$ cat src/rtl/pixel_color_effect_assert.svh
`ifndef PIXEL_COLOR_EFFECT_ASSERT_SVH
`define PIXEL_COLOR_EFFECT_ASSERT_SVH

// same-cycle implication, clocked on i_clk, off while i_rst_n is low
`define PCE_ASSERT_NOW(label, ante, cons, msg) \
    label: assert property (@(posedge i_clk) disable iff (!i_rst_n) (ante) |-> (cons)) \
        else $error(msg);

// next-cycle implication, clocked on i_clk, off while i_rst_n is low
`define PCE_ASSERT_NEXT(label, ante, cons, msg) \
    label: assert property (@(posedge i_clk) disable iff (!i_rst_n) (ante) |=> (cons)) \
        else $error(msg);

`endif

$ cat src/rtl/pce_pkg.sv
package pce_pkg;

    typedef enum logic [2:0] {
        MODE_SEPIA  = 3'd0,
        MODE_RED    = 3'd1,
        MODE_GREEN  = 3'd2,
        MODE_BLUE   = 3'd3,
        MODE_COMIC  = 3'd4,
        MODE_CAST   = 3'd5,
        MODE_INVERT = 3'd6,
        MODE_FROZEN = 3'd7
    } t_mode;

    // apb byte address width, bit 2 and up select the register
    localparam int unsigned PADDR_W = 3;
    localparam logic [PADDR_W-3:0] REG_EFFECT_MODE = '0;

    // one color channel on its way through the divider stages
    typedef struct packed {
        logic       use_quo;
        logic [7:0] direct;
        logic [8:0] dvsr;
        logic [8:0] rem;
        logic       feed;
        logic [7:0] quo;
    } t_lane;

    typedef struct packed {
        t_lane blue;
        t_lane green;
        t_lane red;
        logic  eoi;
    } t_word;

endpackage

$ cat src/rtl/pce_pix_if.sv
interface pce_in_if;
    logic       valid;
    logic       ready;
    logic [7:0] blue_in;
    logic [7:0] green_in;
    logic [7:0] red_in;
    logic       end_of_image;

    modport source (output valid, blue_in, green_in, red_in, end_of_image, input ready);
    modport sink (input valid, blue_in, green_in, red_in, end_of_image, output ready);
endinterface

interface pce_out_if;
    logic       valid;
    logic       ready;
    logic [7:0] blue_out;
    logic [7:0] green_out;
    logic [7:0] red_out;
    logic       end_of_image_out;

    modport source (output valid, blue_out, green_out, red_out, end_of_image_out, input ready);
    modport sink (input valid, blue_out, green_out, red_out, end_of_image_out, output ready);
endinterface

$ cat src/rtl/pce_cfg.sv
module pce_cfg import pce_pkg::*; (
    input  logic               i_clk,
    input  logic               i_rst_n,
    input  logic               psel,
    input  logic               penable,
    input  logic               pwrite,
    input  logic [PADDR_W-1:0] paddr,
    input  logic [31:0]        pwdata,
    output logic [31:0]        prdata,
    output logic               pready,
    output t_mode              o_mode
);

    t_mode r_mode;
    logic  sel_mode;
    logic  wr_mode;

    assign sel_mode = (paddr[PADDR_W-1:2] == REG_EFFECT_MODE);
    assign pready   = 1'b1;
    assign wr_mode  = psel && penable && pwrite && pready && sel_mode;

    always_ff @(posedge i_clk) begin
        if (!i_rst_n) begin
            r_mode <= MODE_SEPIA;
        end else if (wr_mode) begin
            r_mode <= t_mode'(pwdata[2:0]);
        end
    end

    assign prdata = sel_mode ? {29'd0, r_mode} : 32'd0;
    assign o_mode = r_mode;

endmodule

$ cat src/rtl/pce_front.sv
module pce_front import pce_pkg::*; (
    input  logic       i_clk,
    input  logic       i_en_mix,
    input  logic       i_en_sel,
    input  t_mode      i_mode,
    input  logic [7:0] i_blue,
    input  logic [7:0] i_green,
    input  logic [7:0] i_red,
    input  logic       i_eoi,
    output t_word      o_word
);

    localparam int unsigned NCH = 3;
    localparam int unsigned CH_BLUE = 0;
    localparam int unsigned CH_GREEN = 1;
    localparam int unsigned CH_RED = 2;

    // q16 sepia weights, [output channel][input channel], channels blue, green, red
    localparam logic [15:0] SEPIA_K [NCH][NCH] = '{
        '{16'd8585,  16'd34996, 16'd17826},
        '{16'd11010, 16'd44958, 16'd22872},
        '{16'd12386, 16'd50397, 16'd25756}
    };
    localparam logic [24:0] ROUND_HALF = 25'd32768;

    function automatic logic [9:0] abs_diff(input logic [9:0] a, input logic [9:0] b);
        return (a >= b) ? (a - b) : (b - a);
    endfunction

    function automatic logic [7:0] clip8(input logic [9:0] v);
        return (v > 10'd255) ? 8'hFF : v[7:0];
    endfunction

    logic [7:0]  pix [NCH];
    logic [8:0]  osum [NCH];
    logic [9:0]  fabs [NCH];
    logic [10:0] f3 [NCH];
    logic [9:0]  mix1;
    logic [9:0]  mix2;

    logic [23:0] r_prod [NCH][NCH];
    logic [7:0]  r_pix [NCH];
    logic [8:0]  r_dvsr [NCH];
    logic [7:0]  r_frz [NCH];
    logic [9:0]  r_m1;
    logic [9:0]  r_m2;
    logic        r_eoi;

    logic [24:0] sep_sum [NCH];
    logic [7:0]  sep8 [NCH];
    logic [17:0] cprod [NCH];
    logic [7:0]  comic8 [NCH];
    logic        csat [NCH];
    t_lane       lane [NCH];
    t_word       n_word;
    t_word       r_word;

    // first stage: sepia partial products, channel mixes, frozen result
    always_comb begin
        pix[CH_BLUE]  = i_blue;
        pix[CH_GREEN] = i_green;
        pix[CH_RED]   = i_red;
        osum[CH_BLUE]  = 9'(i_green) + 9'(i_red);
        osum[CH_GREEN] = 9'(i_red) + 9'(i_blue);
        osum[CH_RED]   = 9'(i_blue) + 9'(i_green);
        for (int k = 0; k < NCH; k++) begin
            fabs[k] = abs_diff({2'b00, pix[k]}, {1'b0, osum[k]});
            f3[k]   = 11'(fabs[k]) + {fabs[k], 1'b0};
        end
        mix1 = abs_diff({1'b0, i_blue, 1'b0} + {2'b00, i_red}, {2'b00, i_green});
        mix2 = abs_diff({1'b0, i_green, 1'b0} + {2'b00, i_red}, {2'b00, i_blue});
    end

    always_ff @(posedge i_clk) begin
        if (i_en_mix) begin
            for (int o = 0; o < NCH; o++) begin
                for (int k = 0; k < NCH; k++) begin
                    r_prod[o][k] <= 24'(SEPIA_K[o][k]) * 24'(pix[k]);
                end
                r_pix[o]  <= pix[o];
                r_dvsr[o] <= osum[o] + 9'd1;
                r_frz[o]  <= clip8(f3[o][10:1]);
            end
            r_m1  <= mix1;
            r_m2  <= mix2;
            r_eoi <= i_eoi;
        end
    end

    // second stage: sums, comic products, effect select, divider setup
    always_comb begin
        cprod[CH_BLUE]  = 18'(r_m1) * 18'(r_pix[CH_GREEN]);
        cprod[CH_GREEN] = 18'(r_m1) * 18'(r_pix[CH_RED]);
        cprod[CH_RED]   = 18'(r_m2) * 18'(r_pix[CH_RED]);
        for (int k = 0; k < NCH; k++) begin
            sep_sum[k] = 25'(r_prod[k][0]) + 25'(r_prod[k][1]) + 25'(r_prod[k][2])
                       + ROUND_HALF;
            sep8[k]    = sep_sum[k][24] ? 8'hFF : sep_sum[k][23:16];
            comic8[k]  = (cprod[k][17:16] != 2'b00) ? 8'hFF : cprod[k][15:8];
            csat[k]    = ({2'b00, r_pix[k]} >= {r_dvsr[k], 1'b0});

            lane[k].dvsr    = r_dvsr[k];
            lane[k].rem     = {2'b00, r_pix[k][7:1]};
            lane[k].feed    = r_pix[k][0];
            lane[k].quo     = 8'd0;
            lane[k].use_quo = 1'b0;
            unique case (i_mode)
                MODE_SEPIA:  lane[k].direct = sep8[k];
                MODE_RED:    lane[k].direct = (k == CH_RED) ? r_pix[k] : 8'd0;
                MODE_GREEN:  lane[k].direct = (k == CH_GREEN) ? r_pix[k] : 8'd0;
                MODE_BLUE:   lane[k].direct = (k == CH_BLUE) ? r_pix[k] : 8'd0;
                MODE_COMIC:  lane[k].direct = comic8[k];
                MODE_CAST: begin
                    // quotient saturates when c >= 2*(divisor)
                    lane[k].direct  = 8'hFF;
                    lane[k].use_quo = !csat[k];
                end
                MODE_INVERT: lane[k].direct = ~r_pix[k];
                MODE_FROZEN: lane[k].direct = r_frz[k];
            endcase
        end
        n_word.blue  = lane[CH_BLUE];
        n_word.green = lane[CH_GREEN];
        n_word.red   = lane[CH_RED];
        n_word.eoi   = r_eoi;
    end

    always_ff @(posedge i_clk) begin
        if (i_en_sel) begin
            r_word <= n_word;
        end
    end

    assign o_word = r_word;

endmodule

$ cat src/rtl/pce_div.sv
module pce_div import pce_pkg::*; (
    input  logic  i_clk,
    input  logic  i_en,
    input  t_word i_word,
    output t_word o_word
);

    // one restoring step: shift in the next dividend bit, subtract if it fits
    function automatic t_lane div_step(input t_lane l);
        logic [9:0] part;
        logic [9:0] dv;
        logic [9:0] diff;
        logic       ge;
        t_lane      n;
        part   = {l.rem, l.feed};
        dv     = {1'b0, l.dvsr};
        diff   = part - dv;
        ge     = (part >= dv);
        n      = l;
        n.rem  = ge ? diff[8:0] : part[8:0];
        n.quo  = {l.quo[6:0], ge};
        n.feed = 1'b0;
        return n;
    endfunction

    t_word n_word;
    t_word r_word;

    always_comb begin
        n_word       = i_word;
        n_word.blue  = div_step(div_step(i_word.blue));
        n_word.green = div_step(div_step(i_word.green));
        n_word.red   = div_step(div_step(i_word.red));
    end

    always_ff @(posedge i_clk) begin
        if (i_en) begin
            r_word <= n_word;
        end
    end

    assign o_word = r_word;

endmodule

$ cat src/rtl/pixel_color_effect.sv
// channel   dir   handshake       word contents
// i_pix     in    valid/ready     blue_in, green_in, red_in, end_of_image
// o_pix     out   valid/ready     blue_out, green_out, red_out, end_of_image_out
// apb       in    psel/penable    effect_mode at byte address 0, pready always high
//
// one word per clock sustained while o_pix is ready, seven register stages; o_pix.valid
// rises once a word accepted on i_pix has passed through all seven
// the casting divider fills four stages of two quotient bits each
// i_rst_n is synchronous; it empties every stage and sets effect_mode to sepia
// a stage moves when it is empty or the one after it moves, so a stalled o_pix
// backs up stage by stage and i_pix.ready drops only when all seven are full

`include "pixel_color_effect_assert.svh"

module pixel_color_effect import pce_pkg::*; (
    input  logic               i_clk,
    input  logic               i_rst_n,
    pce_in_if.sink             i_pix,
    pce_out_if.source          o_pix,
    input  logic               psel,
    input  logic               penable,
    input  logic               pwrite,
    input  logic [PADDR_W-1:0] paddr,
    input  logic [31:0]        pwdata,
    output logic [31:0]        prdata,
    output logic               pready
);

    // two front stages, the divider stages, then the output register
    localparam int unsigned NUM_DIV = 4;
    localparam int unsigned NUM_STG = NUM_DIV + 3;
    localparam int unsigned STG_OUT = NUM_STG - 1;

    t_mode              mode;
    logic [NUM_STG-1:0] en;
    logic [NUM_STG-1:0] n_vld;
    logic [NUM_STG-1:0] r_vld;
    t_word              w_div [NUM_DIV+1];
    t_word              w_last;

    logic [7:0] r_blue_out;
    logic [7:0] r_green_out;
    logic [7:0] r_red_out;
    logic       r_eoi_out;

    // effect mode register on the apb side
    pce_cfg u_cfg (
        .i_clk   (i_clk),
        .i_rst_n (i_rst_n),
        .psel    (psel),
        .penable (penable),
        .pwrite  (pwrite),
        .paddr   (paddr),
        .pwdata  (pwdata),
        .prdata  (prdata),
        .pready  (pready),
        .o_mode  (mode)
    );

    // stage enables: ripple back from the output so bubbles get squeezed out
    always_comb begin
        en[STG_OUT] = !r_vld[STG_OUT] || o_pix.ready;
        for (int k = STG_OUT - 1; k >= 0; k--) begin
            en[k] = !r_vld[k] || en[k+1];
        end
        n_vld[0] = en[0] ? i_pix.valid : r_vld[0];
        for (int k = 1; k < NUM_STG; k++) begin
            n_vld[k] = en[k] ? r_vld[k-1] : r_vld[k];
        end
    end

    always_ff @(posedge i_clk) begin
        if (!i_rst_n) begin
            r_vld <= '0;
        end else begin
            r_vld <= n_vld;
        end
    end

    assign i_pix.ready = en[0];

    // stages 0 and 1: products, mixes and effect select
    pce_front u_front (
        .i_clk    (i_clk),
        .i_en_mix (en[0]),
        .i_en_sel (en[1]),
        .i_mode   (mode),
        .i_blue   (i_pix.blue_in),
        .i_green  (i_pix.green_in),
        .i_red    (i_pix.red_in),
        .i_eoi    (i_pix.end_of_image),
        .o_word   (w_div[0])
    );

    // casting divide, two quotient bits per stage on all three channels
    for (genvar s = 0; s < NUM_DIV; s++) begin : g_div
        pce_div u_div (
            .i_clk  (i_clk),
            .i_en   (en[s+2]),
            .i_word (w_div[s]),
            .o_word (w_div[s+1])
        );
    end

    assign w_last = w_div[NUM_DIV];

    // output register: quotient for unsaturated casting, the direct value otherwise
    always_ff @(posedge i_clk) begin
        if (en[STG_OUT]) begin
            r_blue_out  <= w_last.blue.use_quo ? w_last.blue.quo : w_last.blue.direct;
            r_green_out <= w_last.green.use_quo ? w_last.green.quo : w_last.green.direct;
            r_red_out   <= w_last.red.use_quo ? w_last.red.quo : w_last.red.direct;
            r_eoi_out   <= w_last.eoi;
        end
    end

    assign o_pix.valid            = r_vld[STG_OUT];
    assign o_pix.blue_out         = r_blue_out;
    assign o_pix.green_out        = r_green_out;
    assign o_pix.red_out          = r_red_out;
    assign o_pix.end_of_image_out = r_eoi_out;

    // backpressure reaches the input only with every stage full
    `PCE_ASSERT_NOW(a_full_when_blocked, !i_pix.ready, &r_vld, "input blocked with a free stage")
    // an accepted word lands in the first stage
    `PCE_ASSERT_NEXT(a_accept_fills, i_pix.valid && i_pix.ready, r_vld[0], "accepted word lost")
    // a result that was not taken stays valid, with blue and red unchanged
    `PCE_ASSERT_NEXT(a_out_holds, r_vld[STG_OUT] && !o_pix.ready,
        r_vld[STG_OUT] && $stable(r_blue_out) && $stable(r_red_out), "stalled result changed")

endmodule

$ cat src/flat_wrapper.sv
// flat-port wrapper written by rule: the top's interface ports become plain ports
module pixel_color_effect_flat import pce_pkg::*;
  (i_clk, i_rst_n, psel, penable, pwrite, paddr, pwdata, prdata, pready, i_pix_valid, i_pix_blue_in, i_pix_green_in, i_pix_red_in, i_pix_end_of_image, i_pix_ready, o_pix_valid, o_pix_blue_out, o_pix_green_out, o_pix_red_out, o_pix_end_of_image_out, o_pix_ready);
  pce_in_if i_pix_i ();
  pce_out_if o_pix_i ();
  input  logic i_clk;
  input  logic i_rst_n;
  input  logic psel;
  input  logic penable;
  input  logic pwrite;
  input  logic [PADDR_W-1:0] paddr;
  input  logic [31:0] pwdata;
  output logic [31:0] prdata;
  output logic pready;
  input wire logic [$bits(i_pix_i.valid)-1:0] i_pix_valid;
  input wire logic [$bits(i_pix_i.blue_in)-1:0] i_pix_blue_in;
  input wire logic [$bits(i_pix_i.green_in)-1:0] i_pix_green_in;
  input wire logic [$bits(i_pix_i.red_in)-1:0] i_pix_red_in;
  input wire logic [$bits(i_pix_i.end_of_image)-1:0] i_pix_end_of_image;
  output wire logic [$bits(i_pix_i.ready)-1:0] i_pix_ready;
  output wire logic [$bits(o_pix_i.valid)-1:0] o_pix_valid;
  output wire logic [$bits(o_pix_i.blue_out)-1:0] o_pix_blue_out;
  output wire logic [$bits(o_pix_i.green_out)-1:0] o_pix_green_out;
  output wire logic [$bits(o_pix_i.red_out)-1:0] o_pix_red_out;
  output wire logic [$bits(o_pix_i.end_of_image_out)-1:0] o_pix_end_of_image_out;
  input wire logic [$bits(o_pix_i.ready)-1:0] o_pix_ready;
  assign i_pix_i.valid = i_pix_valid;
  assign i_pix_i.blue_in = i_pix_blue_in;
  assign i_pix_i.green_in = i_pix_green_in;
  assign i_pix_i.red_in = i_pix_red_in;
  assign i_pix_i.end_of_image = i_pix_end_of_image;
  assign i_pix_ready = i_pix_i.ready;
  assign o_pix_valid = o_pix_i.valid;
  assign o_pix_blue_out = o_pix_i.blue_out;
  assign o_pix_green_out = o_pix_i.green_out;
  assign o_pix_red_out = o_pix_i.red_out;
  assign o_pix_end_of_image_out = o_pix_i.end_of_image_out;
  assign o_pix_i.ready = o_pix_ready;
  pixel_color_effect u_core (.i_clk(i_clk), .i_rst_n(i_rst_n), .i_pix(i_pix_i), .o_pix(o_pix_i), .psel(psel), .penable(penable), .pwrite(pwrite), .paddr(paddr), .pwdata(pwdata), .prdata(prdata), .pready(pready));
endmodule
$ cat config.mk
export PLATFORM = sky130hd
export DESIGN_NAME = pixel_color_effect_flat
export DESIGN_NICKNAME = d
export VERILOG_FILES = /design/src/rtl/pce_pkg.sv /design/src/rtl/pce_pix_if.sv /design/src/rtl/pce_cfg.sv /design/src/rtl/pce_front.sv /design/src/rtl/pce_div.sv /design/src/rtl/pixel_color_effect.sv /design/src/flat_wrapper.sv
export VERILOG_INCLUDE_DIRS = /design/src /design/src/rtl
export SDC_FILE = /design/constraint.sdc
export NUM_CORES = 2
export LEC_CHECK = 0
export CORE_MARGIN = 2
export CORE_UTILIZATION = 45
export DETAILED_ROUTE_END_ITERATION = 10
export DONT_BUFFER_PORTS = 1
export GPL_TIMING_DRIVEN = 0
export PLACE_DENSITY = 0.63
export SETUP_SLACK_MARGIN = 0.05
export SLEW_MARGIN = 10
export SYNTH_ARGS = -nofsm -noshare
export SYNTH_HDL_FRONTEND = slang
export SYNTH_SLANG_ARGS = --single-unit
$ cat constraint.sdc
create_clock -name i_clk -period 10.6 [get_ports i_clk]
set_input_delay 2.12 -clock i_clk [delete_from_list [all_inputs] [get_ports i_clk]]
set_output_delay 2.12 -clock i_clk [all_outputs]
set_load 0.005 [all_outputs]
After elaboration in Yosys (flattened, before gate mapping) --
Memories as Yosys holds them, arrays and structs flattened. Index checks and enable logic that the tools add are counted.
Operators by class: multiply operators 12, magnitude comparators 35, multiplexer cells 44, equality and inequality tests 7, shift-type cells 0, add/sub/neg operators 51, bitwise operators 4, reduce and logical (&&, ||, !) cells 27, div/mod/pow operators 0
Operators with widths (number):
- $ge A10 B9 Y1 | 21
- $mux W9 | 21
- $pmux W8 S7 | 3
- $sub A9 B9 Y9 | 18
- $mux W8 | 12
- $add A24 B24 Y25 | 3
- $add A25 B16 Y25 const B | 3
- $add A25 B24 Y25 | 3
- $mul A14 B8 Y22 const A | 3
- $mul A13 B8 Y21 const A | 3
- $ge A8 B9 Y1 | 6
- $mul A10 B8 Y18 | 3
- $mux W10 | 5
- $add A10 B11 Y11 | 3
- $ge A8 B10 Y1 | 3
- $gt A10 B8 Y1 const B | 3
- $sub A8 B9 Y10 | 3
- $sub A9 B8 Y10 | 3
- $add A8 B8 Y9 | 3
- $add A9 B1 Y9 const B | 3
- $sub A8 B9 Y9 | 3
- $mul A16 B8 Y24 const A | 1
- $not A8 Y8 | 3
- $mul A15 B8 Y23 const A | 1
- other kinds (17) | 47
Storage, ports and cells: flip-flop bits (word level) 469, bits in read-only memories 0, memories kept 4, input port bits 67, memory bits (writable) 279, latch bits 0, output and inout port bits 60
Memory list:
- u_core.u_front.r_prod | depth 3, width 68, read ports 3, clocked after Yosys merged registers in 0, wr ports 3, RTL line pce_front.sv:41 | logic [23:0] r_prod [NCH][NCH];
- u_core.u_front.r_dvsr | depth 3, width 9, read ports 3, clocked after Yosys merged registers in 0, wr ports 3, RTL line pce_front.sv:43 | logic [8:0] r_dvsr [NCH];
- u_core.u_front.r_frz | depth 3, width 8, read ports 3, clocked after Yosys merged registers in 0, wr ports 3, RTL line pce_front.sv:44 | logic [7:0] r_frz [NCH];
- u_core.u_front.r_pix | depth 3, width 8, read ports 3, clocked after Yosys merged registers in 0, wr ports 3, RTL line pce_front.sv:42 | logic [7:0] r_pix [NCH];

Longest topological paths before layout --
depth after elaboration 10, depth in mapped cells 25

Modules after synthesis --
From an unflattened synthesis, not the netlist that was laid out.
Unflattened totals: cell total of the unflattened synthesis 6179, area total of the unflattened synthesis 68353.1 um^2
By module, submodules not included:
- pce_front | seq. area each 10299.9 um^2, area an instance 42129.2 um^2, times used 1, cells each 4107
- pce_div at u_core.g_div[1].u_div ... | seq. area each 3183.1 um^2, area an instance 6128.4 um^2, times used 3, cells each 485
- pce_div at u_core.g_div[0].u_div | seq. area each 3183.1 um^2, area an instance 6127.1 um^2, times used 1, cells each 485
- pixel_color_effect | seq. area each 890.9 um^2, area an instance 1325.0 um^2, times used 1, cells each 83
- pce_cfg | seq. area each 60.1 um^2, area an instance 386.6 um^2, times used 1, cells each 49

Least setup slack after synthesis --
No wires, ideal clock.
kind input to output, from input port o_pix_ready, to output port i_pix_ready, path slack 0.135 ns, buffers on the path 0, stages on the path 5, arrival time 8.345 ns, required time 8.480 ns, cell sequence nor2b_1 -> and3_1 -> and2_1 -> and3_1 -> nand2_1
On the way: longest elaborated chain between the ends 7
Ends and longest elaborated chain:
- from (decl) | RTL line flat_wrapper.sv:26 | input wire logic [$bits(o_pix_i.ready)-1:0] o_pix_ready;
- $logic_or A1 B1 Y1 | RTL line pixel_color_effect.sv:62 | en[STG_OUT] = !r_vld[STG_OUT] || o_pix.ready;
- $logic_or A1 B1 Y1 (6 in series) | RTL line pixel_color_effect.sv:64 | en[k] = !r_vld[k] || en[k+1];
- to (decl) | RTL line flat_wrapper.sv:20 | output wire logic [$bits(i_pix_i.ready)-1:0] i_pix_ready;
No other way between the ends.

==> out/metrics.cfg <==
[worst_setup_path]
critPathMaxFanout = 16
crit_arrival_ns = 8.18
r2r_slack_ns = 3.05
startpoint_type = input pin
cp.required_ns = 10.98
worstSetupPathType = input pin to register
r2r_end = u_core.u_front.o_word[31]
end_kind = register
regToRegStartpoint = u_core.u_front.r_pix[0][16]
reg2reg_depth = 20

[timing]
worst_slew_pin_slew_ns = 1.01
max_freq_mhz = 128
slew_headroom = 0.328
finalCritPeriodShare = 0.737
final-setup-viol-count = 0
rsz0062_at_grt = no
drv_slew = 0
finalClockSkew_ns = 0.0238
tns_ns = 0
fin_ws_ns = 2.79
final.min_clock_period_ns = 7.81
hold_viol = 0

[clocking]
cts_tree = built
post-cts-setup-buffers = 0
cts_root_buffer = clkbuf_16
h-tree-depth = 3
clockBufferDepth = 3
clk_latency_ns = 0.69
cts_resized = 0
cts_hold_buf = 0
cts.sinks = 712
cts_made_buffers = 78
clkTransAtPathRegs_ns = 0.06

[synth]
synthFlopType = edfxtp_1
ys_ff_latch = 712
yosysTopAreaCell = edfxtp_1
ys_async_sr_fraction = 0
netlist.area_leader.share = 0.336
netlist_area_mm2 = 0.0627
yosys-top-cells-area = edfxtp_1 (34%), ha_1 (19%), fa_1 (12%)
yosys_warnings = 0
synth_edf_count = 702
netlist_instances = 5817
synth.avg_cell_area_um2 = 10.8
yosysSeqAreaShare = 0.339
yosysUniqueCellTypes = 94

[routing]
vias = 42400
ant_nets = 0
wl_um = 154000
route.detailed.drc = 0
drt_iter0_drc = 2500
wire_per_inst_um = 19.5
drt-vias-per-instance = 5.38
dr.pass1.iters = 5

[cells_and_area]
drive_above_1_share = 0.0512
nets = 7356
syn_to_final_growth_pct = 8.47
layout.cells.most_common = ha_1
final_core_util = 0.490
fillers = 12600
most-common-layout-cells = ha_1 (974), inv_1 (802), edfxtp_1 (702), fa_1 (381), nand2_1 (317)

[floorplanning]
die_w_um = 377
coreArea_mm2 = 0.139
initial_core_util = 0.451
die_h_um = 377
rows = 137
ios = 127
dieArea_mm2 = 0.142

[hold_path]
hold_path_depth = 0
min_to = u_core.g_div[1].u_div.o_word[108]
hold_class = register to register
min_from = u_core.g_div[0].u_div.o_word[108]

[placement]
hpwl_um = 123000
gp_congestion = 0.948
port_buffers = 0
place_ws_ns = 2.11

[grt]
grt_pass1_wl_um = 240000
antenna_found_initial = 6
grt_pass1_vias = 43100
grt_usage = 0.218
overflow = 0
grt_max_degree = 71

[run]
cap_violations = 0

[run_status]
status = completed

## routing by layer
metal,share of wire,global-route usage,vias up
met5,0,0,-
met4,0.041,0.0790,0
met3,0.056,0.0433,236
met2,0.48,0.376,923
met1,0.42,0.270,20600
li1,-,-,20600
## cell families (layout without fill, tap and decap cells)
logic type	count (synthesis)	in the layout	share of synthesized area
compound gates	1169	1169	0.121
xor+xnor	384	384	0.0538
fa+ha+maj	1356	1356	0.316
buf+inv	931	1082	0.0578
flops	712	712	0.339
mux	140	140	0.0243
other cells	2	31	0.000120
simple gates	1123	1123	0.0881
## worst max path at each step
stage	slack, ns	cells after the start	end	from
floorplan	0.14	5	i_pix_ready	o_pix_ready
global route	2.18	20	u_core.u_front.r_frz[0][9]	i_pix_red_in[0]
finish	2.79	20	u_core.u_front.r_frz[0][9]	i_pix_red_in[0]
global placement	-2.40	5	i_pix_ready	o_pix_ready
CTS	2.82	20	u_core.u_front.r_frz[0][9]	i_pix_red_in[0]
detailed placement	2.11	20	u_core.u_front.r_frz[0][9]	i_pix_red_in[0]
## sequential cells by signal (all words and copies together), names as in the netlist, 10 cells and up
| name | flops |
|---|---|
| u_core.g_div.u_div.o_word | 334 |
| u_core.u_front.r_frz | 24 |
| u_core.u_front.r_m2 | 10 |
| u_core.u_front.r_pix | 24 |
| u_core.u_front.r_dvsr | 27 |
| u_core.u_front.r_prod | 168 |
| u_core.u_front.r_m1 | 10 |
| u_core.u_front.o_word | 79 |
## area by class of cell
| cell class | count | area, µm² | share of cell area |
|---|---|---|---|
| multi-input cells | 4202 | 38000 | 0.558 |
| flip-flops and latches | 712 | 21300 | 0.313 |
| inverters | 807 | 3040 | 0.0446 |
| well taps | 1876 | 2350 | 0.0345 |
| clock buffers | 88 | 2050 | 0.0302 |
| plain buffers | 124 | 597 | 0.00877 |
| clock inverters | 54 | 534 | 0.00785 |
| repair buffers | 9 | 240 | 0.00353 |
| diodes | 1 | 2.50 | 0.0000368 |
## per-stage QoR
stage / instance area (µm²) / hold slack, ns / instances
after detailed placement: 65500 / 0.405 / 7730
after CTS: 68100 / 0.399 / 7872
after global routing: 68100 / 0.409 / 7873
final: 68100 / 0.412 / 7873
after global placement: 65200 / 0.402 / 7721
after floorplan: 62900 / 0.400 / 5845
## critical path, cell delays in order
cell	delay, ns
ha_1	0.22
fa_1	0.41
a211oi_1	0.59
o21bai_1	0.15
a21oi_1	0.27
xnor2_1	0.32
ha_1	0.42
nand4_1	0.12
or2_2	0.15
nand3b_1	0.13
o211ai_4	0.38
mux2i_1	0.28
xor2_1	0.48
inv_1	0.18
ha_1	0.38
a21oi_1	0.35
o31ai_1	0.14
nor3_1	0.19
mux2i_1	0.56
o21ai_0	0.32
## Yosys cell counts, drive strengths merged, types with 7 or more instances
cell / instances
nand3b: 10
nor3: 54
and2: 148
o211ai: 12
a21boi: 25
o311ai: 9
o21ai: 278
mux2i: 46
a31oi: 17
nor4b: 10
a211o: 12
nor4: 12
ha: 974
o2bb2ai: 7
o31a: 9
nand4: 59
edfxtp: 702
and3: 25
inv: 805
o41ai: 7
a21oi: 305
nor2b: 67
xnor2: 269
dfxtp: 10
mux2: 94
nand2: 320
a221oi: 13
xor2: 115
o221ai: 11
o31ai: 22
or2: 12
nand3: 61
buf: 36
a21o: 203
clkbuf: 88
fa: 381
a211oi: 35
o21a: 34
or3: 26
nor2: 257
o22ai: 19
nand2b: 44
o21bai: 83
Power is left out: the tool's default activity adds up to more than one toggle a clock period on the data nets, which glitch-free logic cannot reach.
